--- config.mk ---
export PLATFORM = sky130hd
export DESIGN_NAME = thick_line_quad_expander
export DESIGN_NICKNAME = d
export VERILOG_FILES = /design/src/design/tlq_pkg.sv /design/src/design/tlq_isqrt.sv /design/src/design/tlq_div.sv /design/src/design/thick_line_quad_expander.sv
export SDC_FILE = /design/constraint.sdc
export NUM_CORES = 2
export LEC_CHECK = 0
export BUFFER_PORTS_ARGS = -buffer_cell sky130_fd_sc_hd__buf_2
export CAP_MARGIN = 20
export CORE_MARGIN = 4
export CORE_UTILIZATION = 40
export DETAILED_ROUTE_END_ITERATION = 10
export PLACE_DENSITY = 0.53
export SYNTH_ARGS = -nofsm -noshare
export SYNTH_HDL_FRONTEND = slang
export SYNTH_SLANG_ARGS = --single-unit
--- constraint.sdc ---
create_clock -name clk -period 22.8 [get_ports clk]
set_clock_uncertainty 0.15 [all_clocks]
set_input_delay 3.42 -clock clk [delete_from_list [all_inputs] [get_ports clk]]
set_output_delay 3.42 -clock clk [all_outputs]
set_load 0.05 [all_outputs]
--- src/design/tlq_pkg.sv ---
// Shared widths, register indexes and helper functions of the thick line quad expander.
package tlq_pkg;

  localparam int COORD_BITS = 20;
  localparam int DW = COORD_BITS + 1;       // endpoint difference
  localparam int AW = COORD_BITS;           // magnitude of a difference
  localparam int WW = 12;                   // thickness
  localparam int CLR_W = 32;                // packed colour
  localparam int SQ1W = 2 * AW;             // one square
  localparam int SQW = SQ1W + 1;            // sum of squares
  localparam int RADW = 2 * ((SQW + 20 + 1) / 2);  // radicand, even width
  localparam int LW = RADW / 2;             // length, integer square root
  localparam int PW = AW + WW;              // magnitude times thickness
  localparam int NUMW = PW + 11;            // rounded dividend
  localparam int DENW = LW + 1;             // twice the length
  localparam int QW = 12;                   // offset magnitude
  localparam int NW = QW + 1;               // signed offset
  localparam int SQC_W = $clog2(LW);
  localparam int DVC_W = $clog2(QW);
  localparam int VT_W = 17;
  localparam int IT_W = 18;
  localparam int IDX_W = 16;

  localparam int CFG_IDX_W = 1;
  localparam int CFG_DATA_W = 18;
  localparam logic [CFG_IDX_W-1:0] CFG_MAX_VERTICES = 1'd0;
  localparam logic [CFG_IDX_W-1:0] CFG_MAX_INDICES = 1'd1;

  localparam logic KIND_VERTEX = 1'b0;
  localparam logic KIND_INDEX = 1'b1;

  // Clamp a widened coordinate sum to the signed coordinate range.
  function automatic logic [COORD_BITS-1:0] sat_coord(input logic signed [DW-1:0] v);
    logic [COORD_BITS-1:0] r;
    if (v[DW-1] != v[DW-2]) begin
      r = v[DW-1] ? {1'b1, {(COORD_BITS-1){1'b0}}} : {1'b0, {(COORD_BITS-1){1'b1}}};
    end else begin
      r = v[COORD_BITS-1:0];
    end
    return r;
  endfunction

  // Vertex offset within the quad for each of the six triangle indices.
  function automatic logic [1:0] tri_offset(input logic [2:0] k);
    logic [1:0] r;
    case (k)
      3'd0: r = 2'd0;
      3'd1: r = 2'd1;
      3'd2: r = 2'd2;
      3'd3: r = 2'd0;
      3'd4: r = 2'd2;
      3'd5: r = 2'd3;
      default: r = 2'd0;
    endcase
    return r;
  endfunction

endpackage

--- src/design/tlq_isqrt.sv ---
// Bit-serial integer square root, one result bit per cycle.
module tlq_isqrt (
  input  logic                     clk,
  input  logic                     rst,
  input  logic                     start,
  input  logic [tlq_pkg::RADW-1:0] radicand,
  output logic [tlq_pkg::LW-1:0]   root,
  output logic                     done
);
  import tlq_pkg::*;

  logic [RADW-1:0]  rad;
  logic [LW:0]      rem;
  logic [SQC_W-1:0] cnt;
  logic             busy;
  logic [LW+2:0]    rem_sh;
  logic [LW+2:0]    trial;
  logic             take;

  always_comb begin
    rem_sh = {rem, rad[RADW-1:RADW-2]};
    trial  = {1'b0, root, 2'b01};
    take   = rem_sh >= trial;
  end

  always_ff @(posedge clk) begin
    if (rst) begin
      busy <= 1'b0;
      done <= 1'b0;
    end else begin
      done <= 1'b0;
      if (start) begin
        busy <= 1'b1;
        rad  <= radicand;
        rem  <= '0;
        root <= '0;
        cnt  <= SQC_W'(LW - 1);
      end else if (busy) begin
        rad  <= {rad[RADW-3:0], 2'b00};
        rem  <= take ? (LW+1)'(rem_sh - trial) : rem_sh[LW:0];
        root <= {root[LW-2:0], take};
        cnt  <= cnt - SQC_W'(1);
        if (cnt == '0) begin
          busy <= 1'b0;
          done <= 1'b1;
        end
      end
    end
  end

endmodule

--- src/design/tlq_div.sv ---
// Restoring divider that produces one quotient bit per cycle.
module tlq_div (
  input  logic                     clk,
  input  logic                     rst,
  input  logic                     start,
  input  logic [tlq_pkg::NUMW-1:0] num,
  input  logic [tlq_pkg::DENW-1:0] den,
  output logic [tlq_pkg::QW-1:0]   quo,
  output logic                     done
);
  import tlq_pkg::*;

  logic [NUMW-1:0]  rem;
  logic [NUMW-1:0]  dsh;
  logic [DVC_W-1:0] cnt;
  logic             busy;
  logic             take;

  assign take = rem >= dsh;

  always_ff @(posedge clk) begin
    if (rst) begin
      busy <= 1'b0;
      done <= 1'b0;
    end else begin
      done <= 1'b0;
      if (start) begin
        busy <= 1'b1;
        rem  <= num;
        dsh  <= {den, {(QW-1){1'b0}}};
        quo  <= '0;
        cnt  <= DVC_W'(QW - 1);
      end else if (busy) begin
        if (take) begin
          rem <= rem - dsh;
        end
        dsh <= {1'b0, dsh[NUMW-1:1]};
        quo <= {quo[QW-2:0], take};
        cnt <= cnt - DVC_W'(1);
        if (cnt == '0) begin
          busy <= 1'b0;
          done <= 1'b1;
        end
      end
    end
  end

endmodule

--- src/design/thick_line_quad_expander.sv ---
// Top level of the thick line quad expander: control, batch counters and result output.
//
// Channel   Direction  Handshake              Contents
// input     in         in_valid / in_ready    one segment: endpoints, thickness, colour
// output    out        out_valid / out_ready  one vertex or index per transaction
// config    in         cfg_we                 max_vertices (0), max_indices (1)
//
// A segment is taken only while the block is idle. It then forms the products,
// starts the square root, waits for the bit-serial square root (31 steps and the
// cycle that sees it done) and the two bit-serial dividers (12 steps and the done
// cycle), then emits its ten results; the square root takes most of that time.
// A new segment is taken only after the last result of the previous one is loaded.
// A zero-length segment is consumed at its handshake and produces nothing.
// Reset is synchronous and clears the control state, the batch counters and the
// registers to their defaults. A stalled output holds the block in the output phase.
module thick_line_quad_expander (
  input  logic                                 clk,
  input  logic                                 rst,
  input  logic                                 cfg_we,
  input  logic [tlq_pkg::CFG_IDX_W-1:0]        cfg_index,
  input  logic [tlq_pkg::CFG_DATA_W-1:0]       cfg_data,
  input  logic                                 in_valid,
  output logic                                 in_ready,
  input  logic signed [tlq_pkg::COORD_BITS-1:0] x_start,
  input  logic signed [tlq_pkg::COORD_BITS-1:0] y_start,
  input  logic signed [tlq_pkg::COORD_BITS-1:0] x_end,
  input  logic signed [tlq_pkg::COORD_BITS-1:0] y_end,
  input  logic [tlq_pkg::WW-1:0]               line_width,
  input  logic [tlq_pkg::CLR_W-1:0]            rgba_in,
  output logic                                 out_valid,
  input  logic                                 out_ready,
  output logic                                 kind,
  output logic signed [tlq_pkg::COORD_BITS-1:0] vertex_x,
  output logic signed [tlq_pkg::COORD_BITS-1:0] vertex_y,
  output logic [tlq_pkg::CLR_W-1:0]            rgba_out,
  output logic [tlq_pkg::IDX_W-1:0]            index_value,
  output logic                                 flush_before,
  output logic                                 last
);
  import tlq_pkg::*;

  localparam logic [2:0] S_IDLE = 3'd0;
  localparam logic [2:0] S_MUL  = 3'd1;
  localparam logic [2:0] S_ADD  = 3'd2;
  localparam logic [2:0] S_SQRT = 3'd3;
  localparam logic [2:0] S_DIV  = 3'd4;
  localparam logic [2:0] S_EMIT = 3'd5;

  logic [2:0] state;

  logic [VT_W-1:0] max_vertices;
  logic [IT_W-1:0] max_indices;
  logic [VT_W-1:0] vertex_total;
  logic [IT_W-1:0] index_total;

  // Captured segment.
  logic signed [COORD_BITS-1:0] x1, y1, x2, y2;
  logic [WW-1:0]    wid;
  logic [CLR_W-1:0] rgba;

  // Products and signs of the direction.
  logic [SQ1W-1:0] sq_x, sq_y;
  logic [PW-1:0]   px, py;
  logic            dx_neg, dx_nz, dy_neg, dy_nz;

  // Offset, batch base and flush flag of the segment being emitted.
  logic signed [NW-1:0] nx, ny;
  logic [VT_W-1:0]      base;
  logic                 flush_pend;
  logic [3:0]           emit_cnt;

  logic signed [DW-1:0] dx, dy;
  logic [DW-1:0]        ax_full, ay_full;
  logic [AW-1:0]        ax, ay;
  logic                 zero_len;
  logic                 accept;

  logic             sqrt_start, sqrt_done;
  logic [LW-1:0]    root;
  logic             div_start, divx_done, divy_done;
  logic [QW-1:0]    magx, magy;
  logic [NUMW-1:0]  num_x, num_y;
  logic [DENW-1:0]  den;
  logic [SQW-1:0]   ssum;

  logic                 ovf;
  logic [VT_W-1:0]      base_next;
  logic [IT_W-1:0]      itot_base;
  logic signed [NW-1:0] nx_next, ny_next;
  logic signed [NW-1:0] magx_s, magy_s;

  logic                         load;
  logic signed [COORD_BITS-1:0] cx, cy;
  logic                         plus;
  logic signed [DW-1:0]         sum_x, sum_y;
  logic [2:0]                   tri_k;

  assign in_ready = (state == S_IDLE);
  assign accept   = in_valid && in_ready;
  assign zero_len = (x_start == x_end) && (y_start == y_end);

  // Direction magnitudes; the magnitude of a difference always fits in AW bits.
  always_comb begin
    dx      = DW'(x2) - DW'(x1);
    dy      = DW'(y2) - DW'(y1);
    ax_full = dx[DW-1] ? DW'(-dx) : dx;
    ay_full = dy[DW-1] ? DW'(-dy) : dy;
    ax      = ax_full[AW-1:0];
    ay      = ay_full[AW-1:0];
  end

  // Square root of the squared length scaled by 2^20 gives the length in 1/1024 units.
  assign ssum       = SQW'(sq_x) + SQW'(sq_y);
  assign sqrt_start = (state == S_ADD);

  tlq_isqrt u_isqrt (
    .clk      (clk),
    .rst      (rst),
    .start    (sqrt_start),
    .radicand (RADW'({ssum, 20'd0})),
    .root     (root),
    .done     (sqrt_done)
  );

  // Half-width offsets, rounded half up: (p * 1024 + L) / (2 * L).
  assign div_start = (state == S_SQRT) && sqrt_done;
  assign num_x     = NUMW'({px, 10'd0}) + NUMW'(root);
  assign num_y     = NUMW'({py, 10'd0}) + NUMW'(root);
  assign den       = {root, 1'b0};

  tlq_div u_div_x (
    .clk   (clk),
    .rst   (rst),
    .start (div_start),
    .num   (num_x),
    .den   (den),
    .quo   (magx),
    .done  (divx_done)
  );

  tlq_div u_div_y (
    .clk   (clk),
    .rst   (rst),
    .start (div_start),
    .num   (num_y),
    .den   (den),
    .quo   (magy),
    .done  (divy_done)
  );

  // The normal is (-dy, dx), so the x offset takes the opposite sign of dy.
  always_comb begin
    magx_s  = NW'(magx);
    magy_s  = NW'(magy);
    nx_next = !dy_nz ? '0 : (dy_neg ? magx_s : -magx_s);
    ny_next = !dx_nz ? '0 : (dx_neg ? -magy_s : magy_s);
    ovf = ((IT_W'(vertex_total) + IT_W'(4)) > IT_W'(max_vertices)) ||
          (((IT_W+1)'(index_total) + (IT_W+1)'(6)) > (IT_W+1)'(max_indices));
    base_next = ovf ? '0 : vertex_total;
    itot_base = ovf ? '0 : index_total;
  end

  // Output result selection: corners start+n, start-n, end-n, end+n, then indices.
  always_comb begin
    cx    = (emit_cnt < 4'd2) ? x1 : x2;
    cy    = (emit_cnt < 4'd2) ? y1 : y2;
    plus  = (emit_cnt == 4'd0) || (emit_cnt == 4'd3);
    sum_x = plus ? (DW'(cx) + DW'(nx)) : (DW'(cx) - DW'(nx));
    sum_y = plus ? (DW'(cy) + DW'(ny)) : (DW'(cy) - DW'(ny));
    tri_k = 3'(emit_cnt - 4'd4);
  end

  assign load = (state == S_EMIT) && (!out_valid || out_ready);

  always_ff @(posedge clk) begin
    if (rst) begin
      state        <= S_IDLE;
      max_vertices <= VT_W'(65536);
      max_indices  <= IT_W'(98304);
      vertex_total <= '0;
      index_total  <= '0;
      out_valid    <= 1'b0;
      emit_cnt     <= '0;
    end else begin
      if (cfg_we) begin
        case (cfg_index)
          CFG_MAX_VERTICES: max_vertices <= cfg_data[VT_W-1:0];
          CFG_MAX_INDICES:  max_indices  <= cfg_data[IT_W-1:0];
          default: ;
        endcase
      end

      if (out_valid && out_ready) begin
        out_valid <= 1'b0;
      end

      case (state)
        S_IDLE: begin
          if (accept && !zero_len) begin
            state <= S_MUL;
          end
        end
        S_MUL:  state <= S_ADD;
        S_ADD:  state <= S_SQRT;
        S_SQRT: begin
          if (sqrt_done) begin
            state <= S_DIV;
          end
        end
        S_DIV: begin
          if (divx_done && divy_done) begin
            state        <= S_EMIT;
            emit_cnt     <= '0;
            flush_pend   <= ovf && ((vertex_total != '0) || (index_total != '0));
            vertex_total <= base_next + VT_W'(4);
            index_total  <= itot_base + IT_W'(6);
          end
        end
        S_EMIT: begin
          if (load) begin
            out_valid <= 1'b1;
            emit_cnt  <= emit_cnt + 4'd1;
            if (emit_cnt == 4'd9) begin
              state <= S_IDLE;
            end
          end
        end
        default: state <= S_IDLE;
      endcase
    end
  end

  // Datapath registers without reset.
  always_ff @(posedge clk) begin
    if (accept) begin
      x1   <= x_start;
      y1   <= y_start;
      x2   <= x_end;
      y2   <= y_end;
      wid  <= line_width;
      rgba <= rgba_in;
    end
    if (state == S_MUL) begin
      sq_x   <= SQ1W'(ax) * SQ1W'(ax);
      sq_y   <= SQ1W'(ay) * SQ1W'(ay);
      px     <= PW'(ay) * PW'(wid);
      py     <= PW'(ax) * PW'(wid);
      dx_neg <= dx[DW-1];
      dy_neg <= dy[DW-1];
      dx_nz  <= (dx != '0);
      dy_nz  <= (dy != '0);
    end
    if ((state == S_DIV) && divx_done && divy_done) begin
      nx   <= nx_next;
      ny   <= ny_next;
      base <= base_next;
    end
    if (load) begin
      if (emit_cnt < 4'd4) begin
        kind         <= KIND_VERTEX;
        vertex_x     <= sat_coord(sum_x);
        vertex_y     <= sat_coord(sum_y);
        rgba_out     <= rgba;
        index_value  <= '0;
        flush_before <= (emit_cnt == 4'd0) && flush_pend;
        last         <= 1'b0;
      end else begin
        kind         <= KIND_INDEX;
        vertex_x     <= '0;
        vertex_y     <= '0;
        rgba_out     <= '0;
        index_value  <= base[IDX_W-1:0] + IDX_W'(tri_offset(tri_k));
        flush_before <= 1'b0;
        last         <= (emit_cnt == 4'd9);
      end
    end
  end

  a_emit_range: assert property (@(posedge clk) disable iff (rst)
    (state == S_EMIT) |-> (emit_cnt <= 4'd9))
    else $error("emit counter ran past the last result");

  a_sqrt_done: assert property (@(posedge clk) disable iff (rst)
    sqrt_done |-> (state == S_SQRT))
    else $error("square root finished outside its phase");

  a_div_done: assert property (@(posedge clk) disable iff (rst)
    divx_done |-> ((state == S_DIV) && divy_done))
    else $error("dividers out of step");

  a_flush_first: assert property (@(posedge clk) disable iff (rst)
    (out_valid && flush_before) |-> ((kind == KIND_VERTEX) && !last))
    else $error("flush flag on a result other than the first");

  a_index_clean: assert property (@(posedge clk) disable iff (rst)
    (out_valid && (kind == KIND_INDEX)) |-> ((vertex_x == '0) && (rgba_out == '0)))
    else $error("index result carries vertex data");

endmodule

; ---- Yosys cells after proc, flatten, opt, wreduce, memory -nomap -nowiden
; Index checks and enable logic that the tools add are counted.
[word_totals]
regBits = 822
out_inout_bits = 93
wordCells = 229
inputBits = 148
[classes]
n_reduce_logical = 49
addsub = 26
n_bitwise = 6
order_cmp = 7
n_mul = 4
mux = 62
eq_ne = 20
[ops]
columns = op, count
row1 = $mux 43, 10
row2 = $mux 20, 8
row3 = $add 42x31->43, 2
row4 = $ge 43x43->1, 2
row5 = $sub 43x43->43, 2
row6 = $mul 20x20->40, 2
row7 = $mul 20x12->32, 2
row8 = $mux 32, 2
row9 = $mux 62, 1
row10 = $mux 61, 1
row11 = $mux 12, 4
row12 = $add 20x13->21, 2
row13 = $mux 21, 2
row14 = $reduce_bool 21->1, 2
row15 = $sub 20x13->21, 2
row16 = $sub 20x20->21, 2
row17 = $add 40x40->41, 1
row18 = $eq 20x20->1, 2
row19 = $neg 20->20, 2
row20 = $ge 34x33->1, 1
row21 = $sub 32x32->32, 1
row22 = $mux 31, 1
row23 = $neg 12->13, 2
row24 = $add 18x3->19 const B, 1
row25 = 45 further kinds, 117

; ---- Longest topological paths before layout
[depth]
ltp_word = 7
ltp_mapped = 43
depth_no_buf = 41

; ---- By module
; From an unflattened synthesis, not the netlist that was laid out.
[hier_totals]
hier_cells = 9076
area_unflattened_um2 = 86691.9
[by_module_without_submodules]
columns = module, cells_per_inst, seq_area_each_um2, area_each_um2, instances
row1 = thick_line_quad_expander, 7068, 13673.1, 66157.2, 1
row2 = tlq_div, 707, 3103.0, 6663.9, 2
row3 = tlq_isqrt, 594, 3943.8, 7206.9, 1

; ---- Least setup slack after synthesis
; OpenSTA, ideal clock, no wires.
[synth_timing]
kind = register -> register
start = reg state[0]
end = reg dx_neg, enable pin
path_stages_with_launch = 3
t_arrival_ns = 11.163
path_buffers = 1
period_less_slack_ns = 12.173
setup_time_ns = 0.859
setup_slack_ns = 10.627
path_cell_list = dfxtp_1 > clkbuf_1 > nor3b_1
[synth_between]
elab_chain_cells = 1
[synth_rtl]
columns = element, line_no
row1 = start: declaration, thick_line_quad_expander.sv:49  ; logic [2:0] state;
row2 = start signal: assignment, thick_line_quad_expander.sv:177  ; state <= S_IDLE;
row3 = start signal: assignment, thick_line_quad_expander.sv:200  ; state <= S_MUL;
row4 = start signal: assignment, thick_line_quad_expander.sv:203  ; S_MUL: state <= S_ADD;
row5 = $eq 3x1->1, thick_line_quad_expander.sv:243  ; if (state == S_MUL) begin
row6 = end signal: assignment, thick_line_quad_expander.sv:248  ; dx_neg <= dx[DW-1];
row7 = end: declaration, thick_line_quad_expander.sv:64  ; logic dx_neg, dx_nz, dy_neg, dy_nz;
; No other way between the ends.
; A chain may end at the register's enable or synchronous reset.

; ---- Worst setup path after layout
[layout_timing]
start = reg y1[0]
end = reg sq_y[36], data pin
[layout_between]
elab_chain_cells = 4
[layout_rtl]
columns = element, line_no
row1 = start: declaration, thick_line_quad_expander.sv:57  ; logic signed [COORD_BITS-1:0] x1, y1, x2, y2;
row2 = start signal: assignment, thick_line_quad_expander.sv:237  ; y1 <= y_start;
row3 = $sub 20x20->21 *, thick_line_quad_expander.sv:105  ; dy = DW'(y2) - DW'(y1);
row4 = $neg 20->20, thick_line_quad_expander.sv:107  ; ay_full = dy[DW-1] ? DW'(-dy) : dy;
row5 = $mux 20 *, thick_line_quad_expander.sv:107
row6 = $mul 20x20->40 *, thick_line_quad_expander.sv:245  ; sq_y <= SQ1W'(ay) * SQ1W'(ay);
row7 = end signal: assignment, thick_line_quad_expander.sv:245
row8 = end: declaration, thick_line_quad_expander.sv:62  ; logic [SQ1W-1:0] sq_x, sq_y;
; Every way passes the cells marked *; elsewhere a longest branch is shown, timed or not.

==> out/metrics.cfg <==
[grt]
use_met3_pct=2.92
met1_usage_pct=29.3
grt_first_pass_wirelength_um=373000
antenna_found_initial=13
grt_use_met2_pct=37.6
grt_max_degree=201
grt.overflow.total=0
busiest_layer=met2
grt_pass1_vias=64500
grt_usage_pct=21.8

[clock_network]
cts_hold_buf=0
clk-insertion-delay-late_ns=0.76
cts_tree=yes
cts_sinks=801
cts_setup_buffers=0
ctsLongestPathBuffers=3
htreeDepth=3
clockRootBuffer=clkbuf_16
cts-resized-gates=0
path_clk_slew_ns=0.07
cts_buffers=99

[critical_path]
worstPathArrival_ns=12.20
cp_max_fo=19
critPathTopFamily=adder cells
end_kind=flip-flop
critPathLaunchType=flip-flop
worst_path_largest_cell_delay_ns=0.90
reg2reg_slack_ns=10.98
critPathSlowestCell=xor2_1
worstReg2RegStart=y1[0]
cp_common_cell=inv_1
critical_path_buf_inv_count=11
crit_type=reg -> reg
r2r_cells=39
cp.required_ns=23.18
r2r_end=sq_y[36]

[timing]
period_share_pct=51.8
tns_ns=0
hold_slack_ns=0.311
finalSetupViolations=0
worst_slew_pin_slew_ns=1.16
setup_slack_ns=10.98
rsz0062_at_grt=no
fin_crit_ns=11.82
max_clock_freq_ghz=0.0846
maxSlewViolCount=0
hold_viol_final=0
slew_headroom_pct=22.5

[yosys]
synthTopCellsByCount=1,449 x inv_1, 943 x nand2_1, 931 x fa_1
postSynthCellCount=8862
yosys-top-cells-area=edfxtp_1 25%, fa_1 22%, ha_1 11%, inv_1 6.4%, nand2_1 4.2%
synth_area_mm2=0.0848
avgSynthCellArea_um2=9.57
yosysTopAreaCell=edfxtp_1
ys_async_sr_fraction_pct=0
synth_ff_type=edfxtp_1
synth_top_area_share_pct=25.4
ys_seq_area_share_pct=27.4
synth.most_common_cell=inv_1
synth_edf_count=718
syn_nets=10700
ys_types=96
yosysWarnings=0
ys_ff_latch=801

[routing]
antenna_left=0
wl_um=238000
via_per_inst=5.24
route.detailed.drc=0
first_pass_iters=6
vias=62300
drt_iter0_drc=3736
wl_per_cell_um=20.0

[place]
pre_cts_ws_ns=11.13
placed_cell_area_mm2=0.0893
gp_congestion=0.897
portBuffers=240
dpl.hpwl_um=185000

[final_layout]
ff_latch_area_mm2=0.0232
finalInstanceArea_mm2=0.0928
area_growth_pct=9.42
drive_gt1_share_pct=7.40
filler_cell_count=20500
multi_input_area_mm2=0.0552
nets=10800

[floorplanning]
start_util_pct=40.3
design.core.area_mm2=0.210
fp.dieArea_mm2=0.219
die_w_um=468
die_y_um=468
rows=168
pin_count=241

[worst_hold_path]
min_from=max_indices[6]
holdCritPathClass=reg -> reg
hold_depth=2
whs_endpoint=max_indices[6]

[status]
outcome=finished, final reports clean

[flow_run]
drv_cap=0

[layout by cell type, fill, tap and decap left out, types with 89 or more instances in the layout]
| cell type | instances |
|---|---|
| a21o_1 | 250 |
| a21oi_1 | 466 |
| and2_1 | 240 |
| buf_2 | 240 |
| buf_4 | 94 |
| clkbuf_16 | 99 |
| edfxtp_1 | 718 |
| fa_1 | 931 |
| ha_1 | 766 |
| inv_1 | 1447 |
| nand2_1 | 943 |
| nand3_1 | 89 |
| nor2_1 | 613 |
| nor2b_1 | 93 |
| nor3_1 | 92 |
| o21ai_0 | 358 |
| xnor2_1 | 344 |
| xor2_1 | 193 |
[worst register-to-register path, delay by kind of cell (launching register included)]
family                     cells  cell delay, ns
DFF                            1            0.41
xor gates and xnor gates       1            0.90
AOI/OAI and AO/OA             10            2.58
adders and majority gates     10            4.58
and+or+nand+nor                7            1.29
buffers and inverters         11            1.68
[worst max-delay path by stage]
stage / end / startpoint / slack, ns / depth (start not counted)
6_report: sq_y[36] / y1[0] / 10.98 / 39
5_1_grt: sq_y[36] / y1[0] / 10.29 / 39
4_1_cts: sq_y[36] / y1[0] / 11.04 / 39
3_5_place_dp: sq_y[36] / y1[0] / 11.13 / 39
3_3_place_gp: sq_y[36] / y1[0] / 11.11 / 37
2_1_floorplan: dx_neg / state[0] / 10.63 / 2
[per-stage QoR]
| stage | instances | utilization, % |
|---|---|---|
| final | 11900 | 44.1 |
| after global routing | 11900 | 44.1 |
| after CTS | 11900 | 44.1 |
| after detailed placement | 11700 | 42.5 |
| after global placement | 11700 | 42.5 |
| after floorplan | 8862 | - |
[per-layer routing]
layer | wire length [um] | vias up
met1 | 106000 | 31400
met4 | 5250 | 6
li1 | - | 29400
met2 | 116000 | 1257
met3 | 10900 | 275
met5 | 41 | -
[final cells by class]
| type | count | area share, % |
|---|---|---|
| Inverter | 1459 | 5.90 |
| Multi-Input combinational cell | 6294 | 59.5 |
| Antenna cell | 4 | 0.0108 |
| Timing Repair Buffer | 339 | 2.14 |
| Sequential cell | 801 | 25.0 |
| Clock inverter | 71 | 0.919 |
| Clock buffer | 116 | 2.74 |
| Tap cell | 2805 | 3.78 |
[flip-flops by register name (all words and copies together) (netlist names), 18 cells and up]
| signal | flops |
|---|---|
| sq_y | 39 |
| y2 | 20 |
| u_isqrt.rem | 32 |
| x2 | 20 |
| u_isqrt.root | 31 |
| py | 32 |
| rgba_out | 32 |
| u_div_x.dsh | 43 |
| vertex_x | 20 |
| vertex_y | 20 |
| u_div_y.rem | 43 |
| u_isqrt.rad | 42 |
| px | 32 |
| rgba | 32 |
| y1 | 20 |
| u_div_y.dsh | 43 |
| sq_x | 39 |
| x1 | 20 |
| max_indices | 18 |
| u_div_x.rem | 43 |
[cell families after synthesis]
family	share of synthesized area (%)
fa+ha+maj	33.3
compound gates	11.2
simple gates	13.4
mux	0.976
flops	27.4
xor+xnor	5.91
buf+inv	7.87
Power is not shown: default switching activity piles up to over one toggle a cycle in this logic, so the estimate is an artifact.
